## config.mk

```make
export PLATFORM = sky130hd
export DESIGN_NAME = triangle_primitive_assembler_core_flat
export DESIGN_NICKNAME = d
export VERILOG_FILES = /design/src/rtl/tpa_pkg.sv /design/src/rtl/tpa_if.sv /design/src/rtl/triangle_primitive_assembler_core.sv /design/src/rtl/tpa_front.sv /design/src/rtl/tpa_queue.sv /design/src/rtl/tpa_back.sv /design/src/flat_wrapper.sv
export SDC_FILE = /design/constraint.sdc
export NUM_CORES = 1
export LEC_CHECK = 0
export BUFFER_PORTS_ARGS = -buffer_cell sky130_fd_sc_hd__buf_4
export CAP_MARGIN = 10
export CORE_MARGIN = 2
export CORE_UTILIZATION = 45
export CTS_CLUSTER_DIAMETER = 120
export DETAILED_ROUTE_END_ITERATION = 16
export GPL_ROUTABILITY_DRIVEN = 1
export GPL_TIMING_DRIVEN = 1
export PLACE_DENSITY = 0.62
export SLEW_MARGIN = 10
export SYNTH_ARGS = -nofsm -noshare
export SYNTH_HDL_FRONTEND = slang
export SYNTH_SLANG_ARGS = --single-unit
```

## constraint.sdc

```tcl
create_clock -name clock -period 12.9 [get_ports clock]
set_input_delay 3.225 -clock clock [delete_from_list [all_inputs] [get_ports clock]]
set_output_delay 3.225 -clock clock [all_outputs]
set_load 0.02 [all_outputs]
```

## src/rtl/tpa_pkg.sv

```systemverilog
// Package for the triangle primitive assembler: codes, defaults and the
// queue entry passed from the front end to the back end.
// No dependencies.
package tpa_pkg;

   localparam int INDEX_BITS_DEFAULT  = 32;
   localparam int QUEUE_DEPTH_DEFAULT = 4;
   localparam int CSR_INDEX_BITS      = 2;

   // Topology codes; the unused code 7 falls to the default arm
   typedef enum logic [2:0] {
      TOPO_LIST       = 3'd0,
      TOPO_STRIP      = 3'd1,
      TOPO_FAN        = 3'd2,
      TOPO_POINTS     = 3'd3,
      TOPO_LINES      = 3'd4,
      TOPO_LINE_LOOP  = 3'd5,
      TOPO_LINE_STRIP = 3'd6
   } topology_type;

   // Result kinds
   typedef enum logic [1:0] {
      KIND_TRIANGLE  = 2'd0,
      KIND_DONE      = 2'd1,
      KIND_BAD_COUNT = 2'd2,
      KIND_IGNORED   = 2'd3
   } kind_type;

   // Configuration register indexes
   typedef enum logic [CSR_INDEX_BITS-1:0] {
      REG_TOPOLOGY     = 2'd0,
      REG_FIRST_VERTEX = 2'd1,
      REG_BASE_VERTEX  = 2'd2
   } reg_index_type;

   // One accepted item's work: an optional kept triangle, then an optional status
   typedef struct packed {
      logic        tri_keep;
      logic [31:0] corner_a;
      logic [31:0] corner_b;
      logic [31:0] corner_c;
      logic        stat_keep;
      kind_type    stat_kind;
   } entry_type;

endpackage

```

## src/rtl/tpa_if.sv

```systemverilog
// Channel interfaces of the triangle primitive assembler: index input,
// result output and configuration write. Depends on tpa_pkg.
interface tpa_req_if;
   logic        valid;
   logic        ready;
   logic [31:0] vertex_index;
   logic        end_of_primitive;
   modport source (output valid, vertex_index, end_of_primitive, input ready);
   modport sink (input valid, vertex_index, end_of_primitive, output ready);
endinterface

interface tpa_rsp_if;
   logic        valid;
   logic        ready;
   logic [31:0] corner_a;
   logic [31:0] corner_b;
   logic [31:0] corner_c;
   logic [1:0]  kind;
   logic        last;
   modport source (output valid, corner_a, corner_b, corner_c, kind, last, input ready);
   modport sink (input valid, corner_a, corner_b, corner_c, kind, last, output ready);
endinterface

interface tpa_csr_if;
   logic                              valid;
   logic                              ready;
   logic [tpa_pkg::CSR_INDEX_BITS-1:0] index;
   logic [31:0]                       data;
   modport source (output valid, index, data, input ready);
   modport sink (input valid, index, data, output ready);
endinterface

```

## src/rtl/triangle_primitive_assembler_core.sv

```systemverilog
// Top level of the triangle primitive assembler: front end, entry queue,
// back end. Depends on tpa_pkg, tpa_if, tpa_front, tpa_queue, tpa_back.
//
//   channel  dir  handshake      payload
//   req_ch   in   valid/ready    vertex_index[31:0], end_of_primitive
//   rsp_ch   out  valid/ready    corner_a/b/c[31:0], kind[1:0], last
//   csr_ch   in   valid/ready    index[1:0], data[31:0]
//
// One item is accepted per cycle while the queue has room; the rebase add
// and assembly compare sit in the front end before the queue.
// Results leave at one per cycle through the output register unless the
// receiver stalls; an item that closes a kept triangle and ends the
// primitive gives two results, the triangle and then its status.
// Reset is synchronous; csr writes are always taken.
module triangle_primitive_assembler_core #(
   parameter int INDEX_BITS  = tpa_pkg::INDEX_BITS_DEFAULT,
   parameter int QUEUE_DEPTH = tpa_pkg::QUEUE_DEPTH_DEFAULT
) (
   input  logic       clock,
   input  logic       reset,
   tpa_req_if.sink    req_ch,
   tpa_rsp_if.source  rsp_ch,
   tpa_csr_if.sink    csr_ch
);

   logic               push;
   logic               push_ready;
   tpa_pkg::entry_type push_entry;
   logic               pop;
   logic               head_valid;
   tpa_pkg::entry_type head_entry;

   // Accept, rebase, classify
   tpa_front #(.INDEX_BITS(INDEX_BITS)) u_front (
      .clock      (clock),
      .reset      (reset),
      .req_ch     (req_ch),
      .csr_ch     (csr_ch),
      .push_ready (push_ready),
      .push       (push),
      .push_entry (push_entry)
   );

   // Decoupling queue
   tpa_queue #(.DEPTH(QUEUE_DEPTH)) u_queue (
      .clock      (clock),
      .reset      (reset),
      .push       (push),
      .push_entry (push_entry),
      .push_ready (push_ready),
      .pop        (pop),
      .head_valid (head_valid),
      .head_entry (head_entry)
   );

   // Result emission
   tpa_back u_back (
      .clock      (clock),
      .reset      (reset),
      .head_valid (head_valid),
      .head_entry (head_entry),
      .pop        (pop),
      .rsp_ch     (rsp_ch)
   );

endmodule

```

## src/rtl/tpa_front.sv

```systemverilog
// Front end: configuration registers, index rebasing and assembly state.
// Classifies each item into a queue entry. Depends on tpa_pkg, tpa_if.
module tpa_front #(
   parameter int INDEX_BITS = tpa_pkg::INDEX_BITS_DEFAULT
) (
   input  logic               clock,
   input  logic               reset,
   tpa_req_if.sink            req_ch,
   tpa_csr_if.sink            csr_ch,
   input  logic               push_ready,
   output logic               push,
   output tpa_pkg::entry_type push_entry
);

   typedef logic [INDEX_BITS-1:0] idx_type;

   // Configuration registers
   tpa_pkg::topology_type topology_ff;
   logic [31:0]           first_vertex_ff;
   logic [31:0]           base_vertex_ff;

   // Assembly state
   idx_type    older_ff, older_in;
   idx_type    newer_ff, newer_in;
   idx_type    center_ff, center_in;
   logic [1:0] seen_ff, seen_in;
   logic [1:0] phase_ff, phase_in;
   logic       parity_ff, parity_in;

   logic               accept;
   logic [31:0]        rebased;
   idx_type            local_idx;
   logic               tri_hit;
   idx_type            tri_a, tri_b, tri_c;
   tpa_pkg::kind_type  status;

   assign csr_ch.ready = 1'b1;
   assign req_ch.ready = push_ready;
   assign accept       = req_ch.valid && push_ready;

   // Configuration writes; indexes past the list are ignored
   always_ff @(posedge clock) begin
      if (reset) begin
         topology_ff     <= tpa_pkg::TOPO_LIST;
         first_vertex_ff <= 32'd0;
         base_vertex_ff  <= 32'd0;
      end else if (csr_ch.valid) begin
         case (csr_ch.index)
            tpa_pkg::REG_TOPOLOGY:     topology_ff     <= tpa_pkg::topology_type'(csr_ch.data[2:0]);
            tpa_pkg::REG_FIRST_VERTEX: first_vertex_ff <= csr_ch.data;
            tpa_pkg::REG_BASE_VERTEX:  base_vertex_ff  <= csr_ch.data;
            default: ;
         endcase
      end
   end

   // Rebase to a local index, wrapping at the index width
   assign rebased   = base_vertex_ff + (req_ch.vertex_index - first_vertex_ff);
   assign local_idx = rebased[INDEX_BITS-1:0];

   // Per-topology assembly
   always_comb begin
      older_in  = older_ff;
      newer_in  = newer_ff;
      center_in = center_ff;
      seen_in   = seen_ff;
      phase_in  = phase_ff;
      parity_in = parity_ff;
      tri_hit   = 1'b0;
      tri_a     = older_ff;
      tri_b     = newer_ff;
      tri_c     = local_idx;
      status    = tpa_pkg::KIND_DONE;
      case (topology_ff)
         tpa_pkg::TOPO_LIST: begin
            if (phase_ff == 2'd0) begin
               older_in = local_idx;
               phase_in = 2'd1;
            end else if (phase_ff == 2'd1) begin
               newer_in = local_idx;
               phase_in = 2'd2;
            end else begin
               tri_hit  = 1'b1;
               phase_in = 2'd0;
            end
            if (phase_in != 2'd0) status = tpa_pkg::KIND_BAD_COUNT;
         end
         tpa_pkg::TOPO_STRIP: begin
            if (seen_ff >= 2'd2) begin
               tri_hit   = 1'b1;
               parity_in = ~parity_ff;
               if (parity_ff) begin
                  tri_a = newer_ff;
                  tri_b = older_ff;
               end
            end else begin
               seen_in = seen_ff + 2'd1;
            end
            older_in = newer_ff;
            newer_in = local_idx;
         end
         tpa_pkg::TOPO_FAN: begin
            tri_a = center_ff;
            if (seen_ff == 2'd0) begin
               center_in = local_idx;
               seen_in   = 2'd1;
            end else if (seen_ff == 2'd1) begin
               newer_in = local_idx;
               seen_in  = 2'd2;
            end else begin
               tri_hit  = 1'b1;
               newer_in = local_idx;
            end
         end
         default: status = tpa_pkg::KIND_IGNORED;
      endcase
      // End of primitive clears all state
      if (req_ch.end_of_primitive) begin
         older_in  = '0;
         newer_in  = '0;
         center_in = '0;
         seen_in   = 2'd0;
         phase_in  = 2'd0;
         parity_in = 1'b0;
      end
   end

   // Queue entry; degenerate triangles are dropped
   always_comb begin
      push_entry.tri_keep  = tri_hit && (tri_a != tri_b) && (tri_b != tri_c)
                             && (tri_a != tri_c);
      push_entry.corner_a  = 32'(tri_a);
      push_entry.corner_b  = 32'(tri_b);
      push_entry.corner_c  = 32'(tri_c);
      push_entry.stat_keep = req_ch.end_of_primitive;
      push_entry.stat_kind = status;
   end

   assign push = accept && (push_entry.tri_keep || push_entry.stat_keep);

   // State update on each accepted item
   always_ff @(posedge clock) begin
      if (reset) begin
         older_ff  <= '0;
         newer_ff  <= '0;
         center_ff <= '0;
         seen_ff   <= 2'd0;
         phase_ff  <= 2'd0;
         parity_ff <= 1'b0;
      end else if (accept) begin
         older_ff  <= older_in;
         newer_ff  <= newer_in;
         center_ff <= center_in;
         seen_ff   <= seen_in;
         phase_ff  <= phase_in;
         parity_ff <= parity_in;
      end
   end

endmodule

```

## src/rtl/tpa_queue.sv

```systemverilog
// Short queue of classified entries between front and back end.
// Depends on tpa_pkg.
module tpa_queue #(
   parameter int DEPTH = tpa_pkg::QUEUE_DEPTH_DEFAULT
) (
   input  logic               clock,
   input  logic               reset,
   input  logic               push,
   input  tpa_pkg::entry_type push_entry,
   output logic               push_ready,
   input  logic               pop,
   output logic               head_valid,
   output tpa_pkg::entry_type head_entry
);

   localparam int PTR_BITS   = (DEPTH > 1) ? $clog2(DEPTH) : 1;
   localparam int COUNT_BITS = $clog2(DEPTH + 1);

   tpa_pkg::entry_type        store_ff [DEPTH];
   logic [PTR_BITS-1:0]       wr_ptr_ff, wr_ptr_in;
   logic [PTR_BITS-1:0]       rd_ptr_ff, rd_ptr_in;
   logic [COUNT_BITS-1:0]     count_ff, count_in;

   assign push_ready = (count_ff < COUNT_BITS'(DEPTH));
   assign head_valid = (count_ff != '0);
   assign head_entry = store_ff[rd_ptr_ff];

   // Pointer wrap and occupancy
   always_comb begin
      wr_ptr_in = wr_ptr_ff;
      rd_ptr_in = rd_ptr_ff;
      count_in  = count_ff;
      if (push) begin
         wr_ptr_in = (wr_ptr_ff == PTR_BITS'(DEPTH - 1)) ? '0 : wr_ptr_ff + 1'b1;
      end
      if (pop) begin
         rd_ptr_in = (rd_ptr_ff == PTR_BITS'(DEPTH - 1)) ? '0 : rd_ptr_ff + 1'b1;
      end
      if (push && !pop) count_in = count_ff + 1'b1;
      else if (pop && !push) count_in = count_ff - 1'b1;
   end

   always_ff @(posedge clock) begin
      if (reset) begin
         wr_ptr_ff <= '0;
         rd_ptr_ff <= '0;
         count_ff  <= '0;
      end else begin
         wr_ptr_ff <= wr_ptr_in;
         rd_ptr_ff <= rd_ptr_in;
         count_ff  <= count_in;
      end
   end

   // Entry storage
   always_ff @(posedge clock) begin
      if (push) store_ff[wr_ptr_ff] <= push_entry;
   end

`ifndef SYNTH
   a_count_bound: assert property (@(posedge clock) disable iff (reset)
      count_ff <= COUNT_BITS'(DEPTH))
      else $error("queue occupancy above depth");
   a_no_overflow: assert property (@(posedge clock) disable iff (reset)
      push |-> (count_ff < COUNT_BITS'(DEPTH)))
      else $error("push into full queue");
   a_no_underflow: assert property (@(posedge clock) disable iff (reset)
      pop |-> (count_ff != '0))
      else $error("pop from empty queue");
`endif

endmodule

```

## src/rtl/tpa_back.sv

```systemverilog
// Back end: turns queue entries into result items through an output
// register, one result per cycle while the receiver is ready. Depends on tpa_pkg, tpa_if.
module tpa_back (
   input  logic               clock,
   input  logic               reset,
   input  logic               head_valid,
   input  tpa_pkg::entry_type head_entry,
   output logic               pop,
   tpa_rsp_if.source          rsp_ch
);

   logic        valid_ff, valid_in;
   logic        sub_ff, sub_in;
   logic [31:0] corner_a_ff, corner_a_in;
   logic [31:0] corner_b_ff, corner_b_in;
   logic [31:0] corner_c_ff, corner_c_in;
   logic [1:0]  kind_ff, kind_in;
   logic        last_ff, last_in;
   logic        load;

   assign load = !valid_ff || rsp_ch.ready;

   // Pick the triangle first, then the status of the same entry
   always_comb begin
      valid_in    = valid_ff;
      sub_in      = sub_ff;
      pop         = 1'b0;
      corner_a_in = corner_a_ff;
      corner_b_in = corner_b_ff;
      corner_c_in = corner_c_ff;
      kind_in     = kind_ff;
      last_in     = last_ff;
      if (load) begin
         valid_in = head_valid;
         if (head_valid) begin
            if (head_entry.tri_keep && !sub_ff) begin
               corner_a_in = head_entry.corner_a;
               corner_b_in = head_entry.corner_b;
               corner_c_in = head_entry.corner_c;
               kind_in     = tpa_pkg::KIND_TRIANGLE;
               last_in     = !head_entry.stat_keep;
               sub_in      = head_entry.stat_keep;
               pop         = !head_entry.stat_keep;
            end else begin
               corner_a_in = 32'd0;
               corner_b_in = 32'd0;
               corner_c_in = 32'd0;
               kind_in     = head_entry.stat_kind;
               last_in     = 1'b1;
               sub_in      = 1'b0;
               pop         = 1'b1;
            end
         end
      end
   end

   // Output register control
   always_ff @(posedge clock) begin
      if (reset) begin
         valid_ff <= 1'b0;
         sub_ff   <= 1'b0;
      end else begin
         valid_ff <= valid_in;
         sub_ff   <= sub_in;
      end
   end

   // Output register payload
   always_ff @(posedge clock) begin
      corner_a_ff <= corner_a_in;
      corner_b_ff <= corner_b_in;
      corner_c_ff <= corner_c_in;
      kind_ff     <= kind_in;
      last_ff     <= last_in;
   end

   assign rsp_ch.valid    = valid_ff;
   assign rsp_ch.corner_a = corner_a_ff;
   assign rsp_ch.corner_b = corner_b_ff;
   assign rsp_ch.corner_c = corner_c_ff;
   assign rsp_ch.kind     = kind_ff;
   assign rsp_ch.last     = last_ff;

`ifndef SYNTH
   a_entry_nonempty: assert property (@(posedge clock) disable iff (reset)
      head_valid |-> (head_entry.tri_keep || head_entry.stat_keep))
      else $error("empty entry in queue");
   a_status_pending_entry: assert property (@(posedge clock) disable iff (reset)
      sub_ff |-> (head_valid && head_entry.stat_keep))
      else $error("pending status without its entry");
   a_status_after_triangle: assert property (@(posedge clock) disable iff (reset)
      sub_ff |-> (valid_ff && !last_ff))
      else $error("pending status without preceding triangle");
`endif

endmodule

```

## src/flat_wrapper.sv

```systemverilog
// flat-port wrapper written by rule: the top's interface ports become plain ports
module triangle_primitive_assembler_core_flat 
#(
   parameter int INDEX_BITS  = tpa_pkg::INDEX_BITS_DEFAULT,
   parameter int QUEUE_DEPTH = tpa_pkg::QUEUE_DEPTH_DEFAULT
)
  (clock, reset, req_ch_valid, req_ch_vertex_index, req_ch_end_of_primitive, req_ch_ready, rsp_ch_valid, rsp_ch_corner_a, rsp_ch_corner_b, rsp_ch_corner_c, rsp_ch_kind, rsp_ch_last, rsp_ch_ready, csr_ch_valid, csr_ch_index, csr_ch_data, csr_ch_ready);
  tpa_req_if req_ch_i ();
  tpa_rsp_if rsp_ch_i ();
  tpa_csr_if csr_ch_i ();
  input  logic clock;
  input  logic reset;
  input wire logic [$bits(req_ch_i.valid)-1:0] req_ch_valid;
  input wire logic [$bits(req_ch_i.vertex_index)-1:0] req_ch_vertex_index;
  input wire logic [$bits(req_ch_i.end_of_primitive)-1:0] req_ch_end_of_primitive;
  output wire logic [$bits(req_ch_i.ready)-1:0] req_ch_ready;
  output wire logic [$bits(rsp_ch_i.valid)-1:0] rsp_ch_valid;
  output wire logic [$bits(rsp_ch_i.corner_a)-1:0] rsp_ch_corner_a;
  output wire logic [$bits(rsp_ch_i.corner_b)-1:0] rsp_ch_corner_b;
  output wire logic [$bits(rsp_ch_i.corner_c)-1:0] rsp_ch_corner_c;
  output wire logic [$bits(rsp_ch_i.kind)-1:0] rsp_ch_kind;
  output wire logic [$bits(rsp_ch_i.last)-1:0] rsp_ch_last;
  input wire logic [$bits(rsp_ch_i.ready)-1:0] rsp_ch_ready;
  input wire logic [$bits(csr_ch_i.valid)-1:0] csr_ch_valid;
  input wire logic [$bits(csr_ch_i.index)-1:0] csr_ch_index;
  input wire logic [$bits(csr_ch_i.data)-1:0] csr_ch_data;
  output wire logic [$bits(csr_ch_i.ready)-1:0] csr_ch_ready;
  assign req_ch_i.valid = req_ch_valid;
  assign req_ch_i.vertex_index = req_ch_vertex_index;
  assign req_ch_i.end_of_primitive = req_ch_end_of_primitive;
  assign req_ch_ready = req_ch_i.ready;
  assign rsp_ch_valid = rsp_ch_i.valid;
  assign rsp_ch_corner_a = rsp_ch_i.corner_a;
  assign rsp_ch_corner_b = rsp_ch_i.corner_b;
  assign rsp_ch_corner_c = rsp_ch_i.corner_c;
  assign rsp_ch_kind = rsp_ch_i.kind;
  assign rsp_ch_last = rsp_ch_i.last;
  assign rsp_ch_i.ready = rsp_ch_ready;
  assign csr_ch_i.valid = csr_ch_valid;
  assign csr_ch_i.index = csr_ch_index;
  assign csr_ch_i.data = csr_ch_data;
  assign csr_ch_ready = csr_ch_i.ready;
  triangle_primitive_assembler_core #(.INDEX_BITS(INDEX_BITS), .QUEUE_DEPTH(QUEUE_DEPTH)) u_core (.clock(clock), .reset(reset), .req_ch(req_ch_i), .rsp_ch(rsp_ch_i), .csr_ch(csr_ch_i));
endmodule
```

# After elaboration in Yosys (flattened, before gate mapping)
# Memory sizes are Yosys's and may differ from the RTL's. A register that Yosys moved wholly into a read port is not among the register bits.
# Cells that the tools add are included.
[word_totals]
regBits = 276
latch_bits = 0
ram_bits = 400
rom_bits = 0
in_bits = 72
output_inout_bits = 102
word_cells = 138
memories = 1
[classes]
n_addsub = 7
mul = 0
div = 0
magnitude_cmp = 2
n_eq_ne = 17
shift = 0
n_mux = 50
bitwise = 1
n_reduce_logical = 41
[memory_table]
columns = ["memory", "words", "word_bits", "read_ports", "rd_ports_with_merged_regs", "write_ports", "line", "text"]
rows = [
  ["u_core.u_queue.store_ff", 4, 100, 1, 1, 1, "tpa_queue.sv:19", "tpa_pkg::entry_type store_ff [DEPTH];"],
]
[op_table]
columns = ["cell", "count"]
rows = [
  ["$mux 32", 14],
  ["$pmux 32 s2", 2],
  ["$ne 32x32->1", 3],
  ["$pmux 32 s3", 1],
  ["$add 32x32->32", 1],
  ["$sub 32x32->32", 1],
  ["$mux 2", 14],
  ["$ne 3x3->1 const B", 5],
  ["$mux 1", 14],
  ["$reduce_bool 2->1", 7],
  ["$reduce_and 2->1", 5],
  ["$reduce_and 3->1", 3],
  ["$reduce_bool 3->1", 3],
  ["$logic_and 1x1->1", 8],
  ["$pmux 2 s2", 2],
  ["$add 2x1->2 const B", 3],
  ["$eq 2x1->1 const B", 3],
  ["$eq 2x2->1 const B", 3],
  ["$logic_not 2->1", 3],
  ["$mux 3", 2],
  ["$logic_not 1->1", 5],
  ["$reduce_and 5->1", 1],
  ["$ne 4x4->1 const B", 1],
  ["$reduce_and 4->1", 1],
  ["12 further kinds", 13],
]

# Longest topological paths before layout
# Gate-level depths: netlist (run 1).
[logic_depth]
word_depth = 13
mapped_depth = 23
mapped_depth_nobuf = 23

# Modules after synthesis
# Synthesis (run 1) repeated with hierarchy kept, for this count alone.
[hier_totals]
hier_cells = 2537
area_unflattened_um2 = 31400.1
[by_module_without_submodules]
columns = ["mod", "n_inst", "cells_each", "area_per_inst_um2", "seq_area_each_um2"]
rows = [
  ["tpa_queue", 1, 566, 14966.9, 12191.7],
  ["tpa_front", 1, 1750, 12679.7, 3363.2],
  ["tpa_back", 1, 221, 3753.6, 3012.9],
]

# Worst setup path before layout (run 1)
# OpenSTA, ideal clock, no wires.
[synth_timing]
path_type = "input to register"
startpoint = "input port rsp_ch_ready"
endpoint = "register u_core.u_queue.count_ff[2]"
setup_time_ns = 0.070
arrival_ns = 10.129
required_time_ns = 12.830
slack_ns = 2.701
path_stages = 9
n_path_buf = 0
path_cell_list = "inv_1 a21oi_1 nand2_1 ha_1 inv_1 fa_1 xor2_1 or3_1 a21oi_1"
[synth_via]
elab_chain_cells = 5
elab_cells_between_ends = 7
classes_between = "mux: 2; reduce/logical: 5"
[synth_lines]
columns = ["item", "line", "text"]
rows = [
  ["from (decl)", "flat_wrapper.sv:23", "input wire logic [$bits(rsp_ch_i.ready)-1:0] rsp_ch_ready;"],
  ["$logic_or 1x1->1 *", "tpa_back.sv:21", "assign load = !valid_ff || rsp_ch.ready;"],
  ["$mux 1 *", "tpa_back.sv:33", "if (load) begin"],
  ["$logic_not 1->1", "tpa_queue.sv:39", "if (push && !pop) count_in = count_ff + 1'b1;"],
  ["$logic_and 1x1->1", "tpa_queue.sv:39", ""],
  ["$mux 3 or $reduce_bool 2->1 (tied branches)", "-", ""],
  ["to (signal assigned)", "tpa_queue.sv:51", "count_ff <= count_in;"],
  ["to (decl)", "tpa_queue.sv:22", "logic [COUNT_BITS-1:0] count_ff, count_in;"],
]
# Every way passes the cells marked *; elsewhere a longest branch is shown, timed or not.
# A chain may end at the register's enable or synchronous reset.

# Final worst setup path (run 1)
[layout_timing]
startpoint = "input port req_ch_vertex_index[14]"
endpoint = "memory u_core.u_queue.store_ff[3][39] (netlist name) (enable)"
[layout_via]
elab_chain_cells = 9
elab_cells_between_ends = 10
classes_between = "add/sub: 2; eq/ne: 2; mux: 2; reduce/logical: 4"
[layout_lines]
columns = ["item", "line", "text"]
rows = [
  ["from (decl)", "flat_wrapper.sv:14", "input wire logic [$bits(req_ch_i.vertex_index)-1:0] req_ch_vertex_index;"],
  ["$sub 32x32->32 *", "tpa_front.sv:58", "assign rebased = base_vertex_ff + (req_ch.vertex_index - first_vertex_ff);"],
  ["$add 32x32->32 *", "tpa_front.sv:58", ""],
  ["$ne 32x32->1", "tpa_front.sv:130", "push_entry.tri_keep = tri_hit && (tri_a != tri_b) && (tri_b != tri_c)"],
  ["$logic_and 1x1->1", "tpa_front.sv:130", ""],
  ["$logic_and 1x1->1 *", "tpa_front.sv:131", "&& (tri_a != tri_c);"],
  ["$logic_or 1x1->1 *", "tpa_front.sv:139", "assign push = accept && (push_entry.tri_keep || push_entry.stat_keep);"],
  ["$logic_and 1x1->1 *", "tpa_front.sv:139", ""],
  ["net u_core.push", "triangle_primitive_assembler_core.sv:26", "logic push;"],
  ["$mux 1 *", "tpa_queue.sv:57", "if (push) store_ff[wr_ptr_ff] <= push_entry;"],
  ["$mux 1 (not written as such) *", "tpa_queue.sv:57", ""],
  ["to (decl)", "tpa_queue.sv:19", ""],
]
# Mark *: on every way through the listed nets, which the timed path passes. The rest lies on a longest branch.

==> results of run 1 <==
## kinds of logic (layout without fill, tap and decap cells)
kind of cell               count (synthesis)  after routing  share of synthesized area [%]
DFF                                      678            678                           60.1
buffers and inverters                    325            527                           4.14
muxes                                    157            157                           9.21
adders and majority gates                 73             73                           3.73
and+or+nand+nor                          712            712                           10.9
AOI/OAI and AO/OA                        435            435                           8.81
other                                      1              1                         0.0121
xor gates and xnor gates                 103            103                           3.14
## state kept, by name, indices dropped and copies added (netlist names), 3 cells and up, named ones only
| signal | flops |
|---|---|
| u_core.u_queue.count_ff | 3 |
| u_core.u_front.topology_ff | 3 |
| u_core.u_queue.store_ff | 400 |
| u_core.u_back.rsp_ch.corner_c | 32 |
| u_core.u_front.first_vertex_ff | 32 |
| u_core.u_front.older_ff | 32 |
| u_core.u_back.rsp_ch.corner_a | 32 |
| u_core.u_back.rsp_ch.corner_b | 32 |
| u_core.u_front.base_vertex_ff | 32 |
| u_core.u_front.newer_ff | 32 |
| u_core.u_front.center_ff | 32 |
## layer usage
metal	vias up	share of wire [%]
met1	10200	43
met2	715	48
met3	150	5.7
met5	-	0
met4	0	3.6
li1	9260	-
## cells in the final DEF, fill, tap and decap left out, types with 15 or more instances in the layout
| cell type | instances |
|---|---|
| sky130_fd_sc_hd__xor2_1 | 28 |
| sky130_fd_sc_hd__nand2_1 | 272 |
| sky130_fd_sc_hd__nor2b_1 | 100 |
| sky130_fd_sc_hd__a21oi_1 | 190 |
| sky130_fd_sc_hd__xnor2_1 | 70 |
| sky130_fd_sc_hd__nor2_1 | 151 |
| sky130_fd_sc_hd__mux2_2 | 15 |
| sky130_fd_sc_hd__nor3_1 | 69 |
| sky130_fd_sc_hd__a221o_1 | 16 |
| sky130_fd_sc_hd__a22oi_1 | 46 |
| sky130_fd_sc_hd__o211ai_1 | 17 |
| sky130_fd_sc_hd__nand4_1 | 15 |
| sky130_fd_sc_hd__edfxtp_1 | 499 |
| sky130_fd_sc_hd__dfxtp_1 | 177 |
| sky130_fd_sc_hd__inv_1 | 184 |
| sky130_fd_sc_hd__buf_4 | 205 |
| sky130_fd_sc_hd__mux2i_1 | 40 |
| sky130_fd_sc_hd__mux4_2 | 100 |
| sky130_fd_sc_hd__ha_1 | 41 |
| sky130_fd_sc_hd__and2_1 | 23 |
| sky130_fd_sc_hd__fa_1 | 32 |
| sky130_fd_sc_hd__o21ai_0 | 66 |
| sky130_fd_sc_hd__clkbuf_16 | 76 |
## where the power goes
group	switching [uW]	internal (uW)
registers	141	2780
clock network	877	1350
logic	1250	766
total	2270	4890
## critical path, delay by kind of cell
family	cells	cell delay, ps
simple gates	2	1210
xor+xnor	2	770
fa+ha+maj	2	1050
compound gates	7	2330
buf+inv	4	910
## worst min path at each step
stage                                                  from                           endpoint  slack, ps  cells past startpoint
after floorplan                u_core.u_front.center_ff[14]       u_core.u_front.center_ff[14]        430                      2
after global placement          u_core.u_front.center_ff[4]        u_core.u_front.center_ff[4]        440                      2
after detailed placement        u_core.u_front.center_ff[5]        u_core.u_front.center_ff[5]        440                      2
after CTS                       u_core.u_front.center_ff[5]        u_core.u_front.center_ff[5]        450                      2
after global routing      u_core.u_front.base_vertex_ff[13]  u_core.u_front.base_vertex_ff[13]        480                      2
final                     u_core.u_front.base_vertex_ff[19]  u_core.u_front.base_vertex_ff[19]        450                      2
## through the flow
| step | instance area, um2 | worst slack (ps) | hold WS (ps) |
|---|---|---|---|
| after floorplan | 30900 | 2700 | 432 |
| after global placement | 33000 | 3060 | 437 |
| after detailed placement | 33000 | 2970 | 445 |
| after CTS | 35600 | 3610 | 453 |
| after global routing | 35600 | 3160 | 477 |
| final | 35600 | 3560 | 451 |
## final cells by class
| cell class | count | area (um2) |
|---|---|---|
| multi-input cells | 1481 | 11100 |
| clock inverters | 46 | 598 |
| flip-flops and latches | 678 | 18600 |
| inverters | 185 | 694 |
| clock buffers | 91 | 1990 |
| well taps | 882 | 1100 |
| repair buffers | 205 | 1540 |
| fillers | 5753 | 32700 |
==> reports/qor.csv, run 1 <==
stage;metric;value;unit
logic_synthesis;list of most frequent post-synthesis cells;499 x sky130_fd_sc_hd__edfxtp_1, 272 x sky130_fd_sc_hd__nand2_1, 191 x sky130_fd_sc_hd__a21oi_1, 184 x sky130_fd_sc_hd__inv_1, 179 x sky130_fd_sc_hd__dfxtp_1;
die;height of the die;266;um
route;number of routed nets with antenna violations;0;
setup_path;peak per-stage delay on the critical path;860;ps
logic_synthesis;dominant synthesized flop cell;sky130_fd_sc_hd__edfxtp_1;
grt;initial antenna violation count;1;
placement;final RePlAce weighted congestion;0.946;
sta;maximum clock rate;0.107;GHz
sta;Max-Slew Margin vs Limit;30.4;%
grt;Total Routing Usage GR;23.2;%
sta;setup TNS;0;ps
sta;Layout Skew;25.0;ps
logic_synthesis;register area share after synthesis;60.1;%
logic_synthesis;post-synthesis cell type with the largest combined area;sky130_fd_sc_hd__edfxtp_1;
die;number of placed I/O pins;174;
clock_tree;TritonCTS clock tree;yes;
setup_path;startpoint of the most critical register-to-register path;u_core.u_front.topology_ff[0];
logic_synthesis;syn nets;2629;
route;1st-pass router iterations;6;
finish;final net count;2770;
die;floorplan row count;96;
sta;final worst path period need;9340;ps
grt;met3 usage;3.30;%
clock_tree;clk sink count;678;
power_and_ir_drop;sum of internal, switching and leakage power;7160;uW
logic_synthesis;Yosys warnings;0;
grt;largest net degree at the start of global routing;76;
setup_path;data arrival time of the critical path;9570;ps
placement;Cells after DPL;3431;
setup_path;cell chain of the critical path;buf_4 -> inv_1 -> fa_1 -> inv_1 -> ha_1 -> nand4_1 -> a2111oi_0 -> o21ai_0 -> o211ai_1 -> a21o_1 -> o22ai_1 -> xnor2_1 -> xnor2_1 -> o41ai_1 -> o31ai_2 -> and2_4 -> buf_4;
setup_path;crit path max-delay cell type;sky130_fd_sc_hd__and2_4;
power_and_ir_drop;leakage power summed over all cells;0.0128;uW
placement;half-perimeter wire length after placement;55900;um
clock_tree;Post-CTS Repair Setup Buffers;0;
finish;share of final-layout standard cells stronger than drive strength 1;17.3;%
clock_tree;number of H-tree branching levels;3;
setup_path;Max FO, Critical Path;51;
finish;count of inserted antenna diode cells;0;
logic_synthesis;post-synthesis cell type count;82;
die;die area;70800;um2
setup_path;Worst Setup End Kind;register;
setup_path;worst setup path endpoint;u_core.u_queue.store_ff[3][39];
sta;setup repair after global routing missed its margin;false;
sta;fraction of the cycle the final worst path needs;72.4;%
die;Std-Cell Core Area;68300;um2
logic_synthesis;Synth top area share;48.5;%
setup_path;worst-case reg-to-reg path depth;14;
clock_tree;number of buffers added by the clock tree synthesis step;74;
clock_tree;root buf cell;sky130_fd_sc_hd__clkbuf_16;
route;routed via count;20400;
sta;total of endpoints with negative setup slack in the final report;0;
die;width of the chip;266;um
power_and_ir_drop;power density cells;201;nW/um2
sta;slew at the pin closest to its max-slew limit;1020;ps
grt;total congestion overflow;0;
setup_path;Crit Path Category;in -> reg;
min_path;worst hold path class;reg -> reg;
grt;GRT met1 Usage;31.2;%
logic_synthesis;number of enable flip-flop cells after synthesis;499;
status;outcome;completed;
grt;met2 usage;38.3;%
route;wirelength, routed;82100;um
placement;number of input and output port buffers inserted;172;
setup_path;endpoint of the worst register-to-register path;u_core.u_queue.store_ff[3][39];
power_and_ir_drop;Peak supply drop;0.161;mV
logic_synthesis;Area contributors post-synth;sky130_fd_sc_hd__edfxtp_1 48%, sky130_fd_sc_hd__dfxtp_1 12%, sky130_fd_sc_hd__mux4_2 7.3%, sky130_fd_sc_hd__nand2_1 3.3%, sky130_fd_sc_hd__a21oi_1 3.1%;
clock_tree;source-to-sink clock delay at the later pin of the worst-skew pair;620;ps
clock_tree;post-cts repair resize count;0;
sta;final hold violations;0;
setup_path;required time at the worst-slack endpoint;13130;ps
clock_tree;clock-pin slew on the worst setup and hold paths;60;ps
sta;max-slew violations;0;
grt;busiest grt layer;met2;
route;initial drt markers;1665;
grt;first-pass GRT wire length;124000;um
route;WL/cell;23.0;um
job;max-capacitance violation count;0;
logic_synthesis;average cell area after synthesis;12.4;um2
route;post-DR vias/cell;5.71;
setup_path;Startpoint Class;input pin;
logic_synthesis;fraction of registers with async set or reset after synthesis;0;%
setup_path;start point of the critical path;req_ch_vertex_index[14];
logic_synthesis;most instantiated library cell after synthesis;sky130_fd_sc_hd__edfxtp_1;
logic_synthesis;flops & latches, synth;678;
logic_synthesis;cells after synthesis;2484;
finish;post-route insts no fill;3568;
logic_synthesis;Synth Cell Area;30900;um2
clock_tree;largest buffer count on any clock path;3;
die;starting utilization of the core area;45.2;%
finish;post-layout utilization of the core;52.1;%
clock_tree;# hold bufs at CTS;0;
grt;vias in the first global route;20400;
finish;area growth from synthesis to layout;15.3;%
setup_path;worst reg-to-reg setup slack;5840;ps
route;remaining design rule violation count;0;
(Power assumes the default switching activity.)
==> inputs of run 2 (changes only) <==
PLACE_DENSITY = 0.64   (was 0.62)
clock period = 8.2 ns   (was 12.9 ns; I/O delays follow)
==> run 2 against run 1 <==
  * Global-route usage fell by 0.21 points
  * Combinational power rose by 59%
  * Clock power rose by 45%
  * Via count fell by 0.22%
  * Register-to-register slack got worse by 3700 ps
  * First-iteration DRC count rose by 6.4%
  * Largest power group unchanged
  * Highest routed layer is now met5
  * Non-clock buffer count rose by 17
  * Utilization fell by 0.057 points
==> reports/qor.csv, run 2 (synthesis results as in run 1) <==
stage;metric;value;unit;change
clock_tree;Post-CTS Repair Setup Buffers;0;;unchanged
power_and_ir_drop;Peak supply drop;0.177;mV;was 0.161 mV
setup_path;Max FO, Critical Path;10;;was 51
job;max-capacitance violation count;0;;unchanged
power_and_ir_drop;power density cells;309;nW/um2;was 201 nW/um2
die;height of the die;266;um;unchanged
die;starting utilization of the core area;45.2;%;unchanged
clock_tree;clock-pin slew on the worst setup and hold paths;60;ps;about the same
setup_path;Crit Path Category;in -> reg;;unchanged
placement;post-place setup slack;431;ps;was 2970 ps
clock_tree;root buf cell;sky130_fd_sc_hd__clkbuf_16;;unchanged
die;floorplan row count;96;;unchanged
placement;half-perimeter wire length after placement;55800;um;was 55,900 um
status;outcome;completed;;unchanged
grt;initial antenna violation count;3;;was 1
finish;number of flip-flops in the largest register;400;;unchanged
sta;total of endpoints with negative setup slack in the final report;0;;unchanged
die;number of placed I/O pins;174;;unchanged
placement;number of input and output port buffers inserted;172;;unchanged
placement;Cells after DPL;3448;;was 3,431
finish;register containing the most flip-flops in the final layout;u_core.u_queue.store_ff;;unchanged
sta;final worst path period need;7240;ps;
clock_tree;number of H-tree branching levels;3;;unchanged
grt;vias in the first global route;20200;;was 20,400
setup_path;Startpoint Class;input pin;;unchanged
min_path;worst hold path class;reg -> reg;;unchanged
route;1st-pass router iterations;5;;was 6
finish;area growth from synthesis to layout;15.1;%;was 15.3%
clock_tree;clk sink count;678;;unchanged
clock_tree;post-cts repair resize count;0;;unchanged
finish;final instance area;35600;um2;about the same
grt;first-pass GRT wire length;123000;um;was 124,000 um
setup_path;crit path max-delay cell type;sky130_fd_sc_hd__xnor2_1;;was sky130_fd_sc_hd__and2_4
setup_path;data arrival time of the critical path;7760;ps;was 9570 ps
clock_tree;largest buffer count on any clock path;3;;unchanged
die;Std-Cell Core Area;68300;um2;unchanged
setup_path;cell chain of the critical path;buf_4 -> inv_1 -> fa_1 -> inv_1 -> ha_1 -> nand4_1 -> a2111oi_0 -> o21ai_0 -> o211ai_1 -> a21o_1 -> o22ai_1 -> xnor2_1 -> xnor2_1 -> o41ai_1 -> o31ai_2 -> ha_1 -> inv_1 -> fa_1 -> xor2_1 -> or3_1 -> a21oi_1;;was buf_4 -> inv_1 -> fa_1 -> inv_1 -> ha_1 -> nand4_1 -> a2111oi_0 -> o21ai_0 -> o211ai_1 -> a21o_1 -> o22ai_1 -> xnor2_1 -> xnor2_1 -> o41ai_1 -> o31ai_2 -> and2_4 -> buf_4
die;width of the chip;266;um;unchanged
grt;total congestion overflow;0;;unchanged
sta;Hold Slack;453;ps;was 451 ps
route;post-DR vias/cell;5.67;;was 5.71
sta;Max-Slew Margin vs Limit;28.0;%;was 30.4%
sta;fraction of the cycle the final worst path needs;88.3;%;
route;initial drt markers;1771;;was 1,665
sta;max-slew violations;0;;unchanged
placement;DP Area;33300;um2;was 33,000 um2
setup_path;peak per-stage delay on the critical path;590;ps;was 860 ps
sta;maximum clock rate;0.138;GHz;
clock_tree;source-to-sink clock delay at the later pin of the worst-skew pair;620;ps;about the same
setup_path;CP delay by family, top;compound AO/OA/AOI/OAI gates;;unchanged
sta;post-route worst setup slack;961;ps;was 3560 ps
power_and_ir_drop;leakage power summed over all cells;0.0128;uW;about the same
route;routed via count;20300;;was 20,400
setup_path;Worst Setup End Kind;register;;unchanged
sta;Layout Skew;26.0;ps;was 25.0 ps
route;wirelength, routed;81400;um;was 82,100 um
finish;count of inserted antenna diode cells;0;;unchanged
sta;setup TNS;0;ps;unchanged
route;number of routed nets with antenna violations;0;;unchanged
setup_path;required time at the worst-slack endpoint;8720;ps;was 13,130 ps
sta;final hold violations;0;;unchanged
finish;most frequent cells in the layout;499 x sky130_fd_sc_hd__edfxtp_1, 272 x sky130_fd_sc_hd__nand2_1, 214 x sky130_fd_sc_hd__buf_4;;was 499 x sky130_fd_sc_hd__edfxtp_1, 272 x sky130_fd_sc_hd__nand2_1, 205 x sky130_fd_sc_hd__buf_4
sta;slew at the pin closest to its max-slew limit;1080;ps;was 1020 ps
finish;share of final-layout standard cells stronger than drive strength 1;17.3;%;about the same
clock_tree;# hold bufs at CTS;0;;unchanged
setup_path;number of buffer and inverter instances along the worst setup path;4;;unchanged
clock_tree;TritonCTS clock tree;yes;;unchanged
grt;largest net degree at the start of global routing;95;;was 76
clock_tree;number of buffers added by the clock tree synthesis step;72;;was 74
placement;final RePlAce weighted congestion;0.946;;unchanged
sta;setup repair after global routing missed its margin;false;;unchanged
finish;post-route insts no fill;3581;;was 3,568
finish;final net count;2785;;was 2,770
setup_path;most numerous cell on the critical path;sky130_fd_sc_hd__inv_1;;
grt;Total Routing Usage GR;23.0;%;was 23.2%
route;remaining design rule violation count;0;;unchanged
finish;commonest non-fill, non-tap cell in the layout;sky130_fd_sc_hd__edfxtp_1;;unchanged
route;WL/cell;22.7;um;was 23.0 um
die;die area;70800;um2;unchanged
[run 2: worst register-to-register path, stage by stage, from the launching register on]
cell                      delay, ps
sky130_fd_sc_hd__dfxtp_1        550
sky130_fd_sc_hd__or3b_1         730
sky130_fd_sc_hd__nor2_4         540
sky130_fd_sc_hd__buf_4          340
sky130_fd_sc_hd__a221o_1        420
sky130_fd_sc_hd__xnor2_1        210
sky130_fd_sc_hd__a21oi_1        440
sky130_fd_sc_hd__nor4b_2        490
sky130_fd_sc_hd__nand4_1        170
sky130_fd_sc_hd__or4_4          520
sky130_fd_sc_hd__nor4_4         360
sky130_fd_sc_hd__o31ai_2        120
sky130_fd_sc_hd__ha_1           220
sky130_fd_sc_hd__inv_1           80
sky130_fd_sc_hd__fa_1           180
sky130_fd_sc_hd__xor2_1          80
sky130_fd_sc_hd__or3_1          320
sky130_fd_sc_hd__a21oi_1        150
[run 2: stage by stage]
stage                     power (uW)  utilization, %
final                          11000            52.1
after global routing           11500            52.1
after CTS                      11100            52.1
after detailed placement        7870            48.7
after global placement          7820            48.7
after floorplan                 6610               -
[run 2: final timing paths]
kind                            slack [ps]  cells after the start                     startpoint                           to
worst max-delay path                   960                     21        req_ch_vertex_index[14]   u_core.u_queue.count_ff[2]
worst max register to register        2190                     17  u_core.u_front.topology_ff[0]   u_core.u_queue.count_ff[2]
worst min-delay path                   450                      2    u_core.u_front.center_ff[5]  u_core.u_front.center_ff[5]
worst min register to register         450                      2    u_core.u_front.center_ff[5]  u_core.u_front.center_ff[5]
[run 2: per-layer routing]
layer  global-route usage (%)  up-vias  share of wire, %
met5                        0        -             0.042
met4                     8.72        6               3.3
met3                     3.61      144               6.0
met2                     38.7      736                49
met1                     30.2    10100                42
li1                         -     9287                 -
[run 2: final cells by class]
cell class | instances | area (um2)
well taps | 882 | 1100
repair buffers | 222 | 1770
multi-input cells | 1481 | 11100
clock buffers | 99 | 2010
inverters | 185 | 694
fillers | 5740 | 32800
clock inverters | 34 | 317
flip-flops and latches | 678 | 18600
[run 2: report_power, final]
part | switching (uW) | total [uW] | internal, uW | leakage (uW)
Clock | 1330 | 3220 | 1880 | 0.00113
Sequential | 218 | 4580 | 4360 | 0.00614
Combinational | 1970 | 3200 | 1230 | 0.00552
==> inputs of run 3 (changes only) <==
CORE_UTILIZATION = 55   (was 45)
PLACE_DENSITY = 0.76   (was 0.64)
RECOVER_POWER = 25   (was default)
==> run 3 against run 2 <==
  * Count of clock-buffer cells in the layout shrank 3
  * Maximum frequency shrank 5.6%
  * Largest power group unchanged
  * The run now ends with capacitance limit, slew limit left
  * Hold slack lost 2.8 ps
  * Worst setup slack lost 430 ps
  * Non-clock buffer count shrank 3
  * Via count grew 2.3%
  * Clock power is essentially flat
  * Critical path depth shrank 4
  * Clock skew grew 3.8 ps
  * Sequential share of layout area grew 0.36 points
==> reports/qor.csv, run 3 (synthesis results as in run 1) <==
stage;metric;value;unit;change
finish;most frequent cells in the layout;499 x sky130_fd_sc_hd__edfxtp_1, 272 x sky130_fd_sc_hd__nand2_1, 202 x sky130_fd_sc_hd__buf_4;;was 499 x sky130_fd_sc_hd__edfxtp_1, 272 x sky130_fd_sc_hd__nand2_1, 214 x sky130_fd_sc_hd__buf_4
status;outcome;finished, violations left;;was completed
power_and_ir_drop;leakage power summed over all cells;0.0127;uW;was 0.0128 uW
power_and_ir_drop;share of power burned in the clock network;29.3;%;was 29.2%
status;violated checks;capacitance limit, slew limit;;
setup_path;required time at the worst-slack endpoint;8730;ps;was 8720 ps
sta;setup repair after global routing missed its margin;false;;unchanged
power_and_ir_drop;internal cell power;7530;uW;was 7470 uW
die;Std-Cell Core Area;55300;um2;was 68,300 um2
clock_tree;root buf cell;sky130_fd_sc_hd__clkbuf_16;;unchanged
route;routed via count;20800;;was 20,300
sta;maximum clock rate;0.130;GHz;was 0.138 GHz
power_and_ir_drop;power density cells;313;nW/um2;was 309 nW/um2
placement;Cells after DPL;3311;;was 3,448
sta;Max-Slew Margin vs Limit;-168;%;was 28.0%
route;1st-pass router iterations;6;;was 5
setup_path;Crit Path Category;reg -> reg;;was in -> reg
setup_path;endpoint of the worst register-to-register path;u_core.u_queue.count_ff[2];;unchanged
route;post-DR vias/cell;6.05;;was 5.67
die;starting utilization of the core area;55.9;%;was 45.2%
sta;setup TNS;0;ps;unchanged
sta;fraction of the cycle the final worst path needs;93.6;%;was 88.3%
clock_tree;number of buffers added by the clock tree synthesis step;70;;was 72
route;initial drt markers;2419;;was 1,771
grt;vias in the first global route;20300;;was 20,200
finish;area growth from synthesis to layout;14.3;%;was 15.1%
finish;filler cell count in the final layout;4108;;was 5,740
finish;commonest non-fill, non-tap cell in the layout;sky130_fd_sc_hd__edfxtp_1;;unchanged
finish;final net count;2780;;was 2,785
route;WL/cell;23.2;um;was 22.7 um
die;width of the chip;241;um;was 266 um
setup_path;data arrival time of the critical path;8200;ps;was 7760 ps
finish;register containing the most flip-flops in the final layout;u_core.u_queue.store_ff;;unchanged
setup_path;Max FO, Critical Path;24;;was 10
power_and_ir_drop;P_sw;3510;uW;was 3520 uW
placement;post-place setup slack;450;ps;was 431 ps
clock_tree;clock-pin slew on the worst setup and hold paths;60;ps;about the same
sta;post-route worst setup slack;528;ps;was 961 ps
grt;initial antenna violation count;0;;was 3
clock_tree;clk sink count;678;;unchanged
die;height of the die;241;um;was 266 um
sta;final hold violations;0;;unchanged
min_path;Hold Path Stages;2;;unchanged
min_path;sink of the worst hold path;u_core.u_front.center_ff[14];;was u_core.u_front.center_ff[5]
die;number of placed I/O pins;174;;unchanged
finish;post-route insts no fill;3438;;was 3,581
clock_tree;number of H-tree branching levels;3;;unchanged
route;remaining design rule violation count;0;;unchanged
placement;half-perimeter wire length after placement;53700;um;was 55,800 um
power_and_ir_drop;fraction of power consumed by combinational cells;29.1;%;about the same
clock_tree;# hold bufs at CTS;0;;unchanged
finish;count of inserted antenna diode cells;0;;unchanged
sta;Hold Slack;450;ps;was 453 ps
clock_tree;source-to-sink clock delay at the later pin of the worst-skew pair;630;ps;was 620 ps
min_path;worst hold path startpoint;u_core.u_front.center_ff[14];;was u_core.u_front.center_ff[5]
power_and_ir_drop;share of power burned in registers;41.6;%;was 41.7%
clock_tree;largest buffer count on any clock path;3;;unchanged
placement;final RePlAce weighted congestion;0.972;;was 0.946
finish;number of flip-flops in the largest register;400;;unchanged
setup_path;Startpoint Class;register;;was input pin
sta;final worst path period need;7670;ps;was 7240 ps
sta;total of endpoints with negative setup slack in the final report;0;;unchanged
job;max-capacitance violation count;7;;was 0
setup_path;worst-case reg-to-reg path depth;17;;unchanged
grt;Total Routing Usage GR;27.7;%;was 23.0%
power_and_ir_drop;Peak supply drop;0.185;mV;was 0.177 mV
clock_tree;Post-CTS Repair Setup Buffers;0;;unchanged
setup_path;startpoint of the most critical register-to-register path;u_core.u_front.topology_ff[0];;unchanged
clock_tree;TritonCTS clock tree;yes;;unchanged
grt;largest net degree at the start of global routing;106;;was 95
die;die area;58100;um2;was 70,800 um2
route;wirelength, routed;79800;um;was 81,400 um
sta;Layout Skew;29.9;ps;was 26.0 ps
min_path;worst hold path class;reg -> reg;;unchanged
placement;number of input and output port buffers inserted;172;;unchanged
sta;slew at the pin closest to its max-slew limit;4020;ps;was 1080 ps
route;number of routed nets with antenna violations;0;;unchanged
power_and_ir_drop;Switching Fraction;31.8;%;was 32.0%
die;floorplan row count;86;;was 96
clock_tree;post-cts repair resize count;0;;unchanged
setup_path;worst reg-to-reg setup slack;530;ps;was 2190 ps
sta;max-slew violations;389;;was 0
grt;total congestion overflow;0;;unchanged
finish;share of final-layout standard cells stronger than drive strength 1;16.5;%;was 17.3%
grt;first-pass GRT wire length;121000;um;was 123,000 um
setup_path;Worst Setup End Kind;register;;unchanged
## run 3: metrics by stage
| step | util, % | power, uW | area [um2] |
|---|---|---|---|
| 6_report | 63.9 | 11000 | 35300 |
| 5_1_grt | 63.9 | 11500 | 35300 |
| 4_1_cts | 64.0 | 11100 | 35400 |
| 3_5_place_dp | 59.8 | 7810 | 33100 |
| 3_3_place_gp | 59.8 | 7750 | 33100 |
| 2_1_floorplan | - | 6610 | 30900 |
## run 3: per-layer routing
metal / vias to the layer above / GRT usage [%] / routed length, um
met5: - / 0 / 0
met4: 0 / 12.7 / 3460
met3: 185 / 5.10 / 6150
met2: 985 / 44.9 / 38400
met1: 10300 / 36.6 / 31900
li1: 9277 / - / -
## run 3: worst max-delay path: stages (launching register included)
cell,delay [ps]
sky130_fd_sc_hd__dfxtp_1,620
sky130_fd_sc_hd__or3b_1,670
sky130_fd_sc_hd__nor2_1,1760
sky130_fd_sc_hd__clkbuf_1,490
sky130_fd_sc_hd__mux2i_1,560
sky130_fd_sc_hd__xnor2_1,240
sky130_fd_sc_hd__xnor2_1,410
sky130_fd_sc_hd__o2111ai_1,320
sky130_fd_sc_hd__nor4_1,380
sky130_fd_sc_hd__nand4_1,220
sky130_fd_sc_hd__o41ai_1,600
sky130_fd_sc_hd__o31ai_2,240
sky130_fd_sc_hd__ha_1,260
sky130_fd_sc_hd__inv_1,70
sky130_fd_sc_hd__fa_1,170
sky130_fd_sc_hd__xor2_1,70
sky130_fd_sc_hd__or3_1,320
sky130_fd_sc_hd__a21oi_1,140
## run 3: worst max-delay path by stage
stage	slack [ps]	endpoint	startpoint	cells after the start
floorplan	1080	u_core.u_queue.store_ff[3][0]	req_ch_vertex_index[6]	16
global placement	520	u_core.u_queue.count_ff[2]	req_ch_vertex_index[14]	21
detailed placement	450	u_core.u_queue.count_ff[2]	req_ch_vertex_index[12]	20
CTS	1070	u_core.u_queue.count_ff[2]	req_ch_vertex_index[12]	20
global route	340	u_core.u_queue.count_ff[2]	u_core.u_front.topology_ff[0]	17
finish	530	u_core.u_queue.count_ff[2]	u_core.u_front.topology_ff[0]	17
## run 3: power by group through the flow
stage / Sequential, uW / Combinational [uW] / Clock [uW]
after floorplan: 4930 / 1680 / 0
after global placement: 4640 / 3110 / 0
after detailed placement: 4660 / 3150 / 0
after CTS: 4600 / 3180 / 3270
after global routing: 4640 / 3430 / 3400
final: 4600 / 3210 / 3230
## run 3: area by class of cell
cell class	instances	area [um2]	share of cell area (%)
clock inverter	31	348	0.984
inverter	185	694	1.96
tap	748	936	2.65
clock buffer	96	1990	5.63
sequential	678	18600	52.5
timing repair buffer	219	1700	4.81
multi-input combinational	1481	11100	31.4
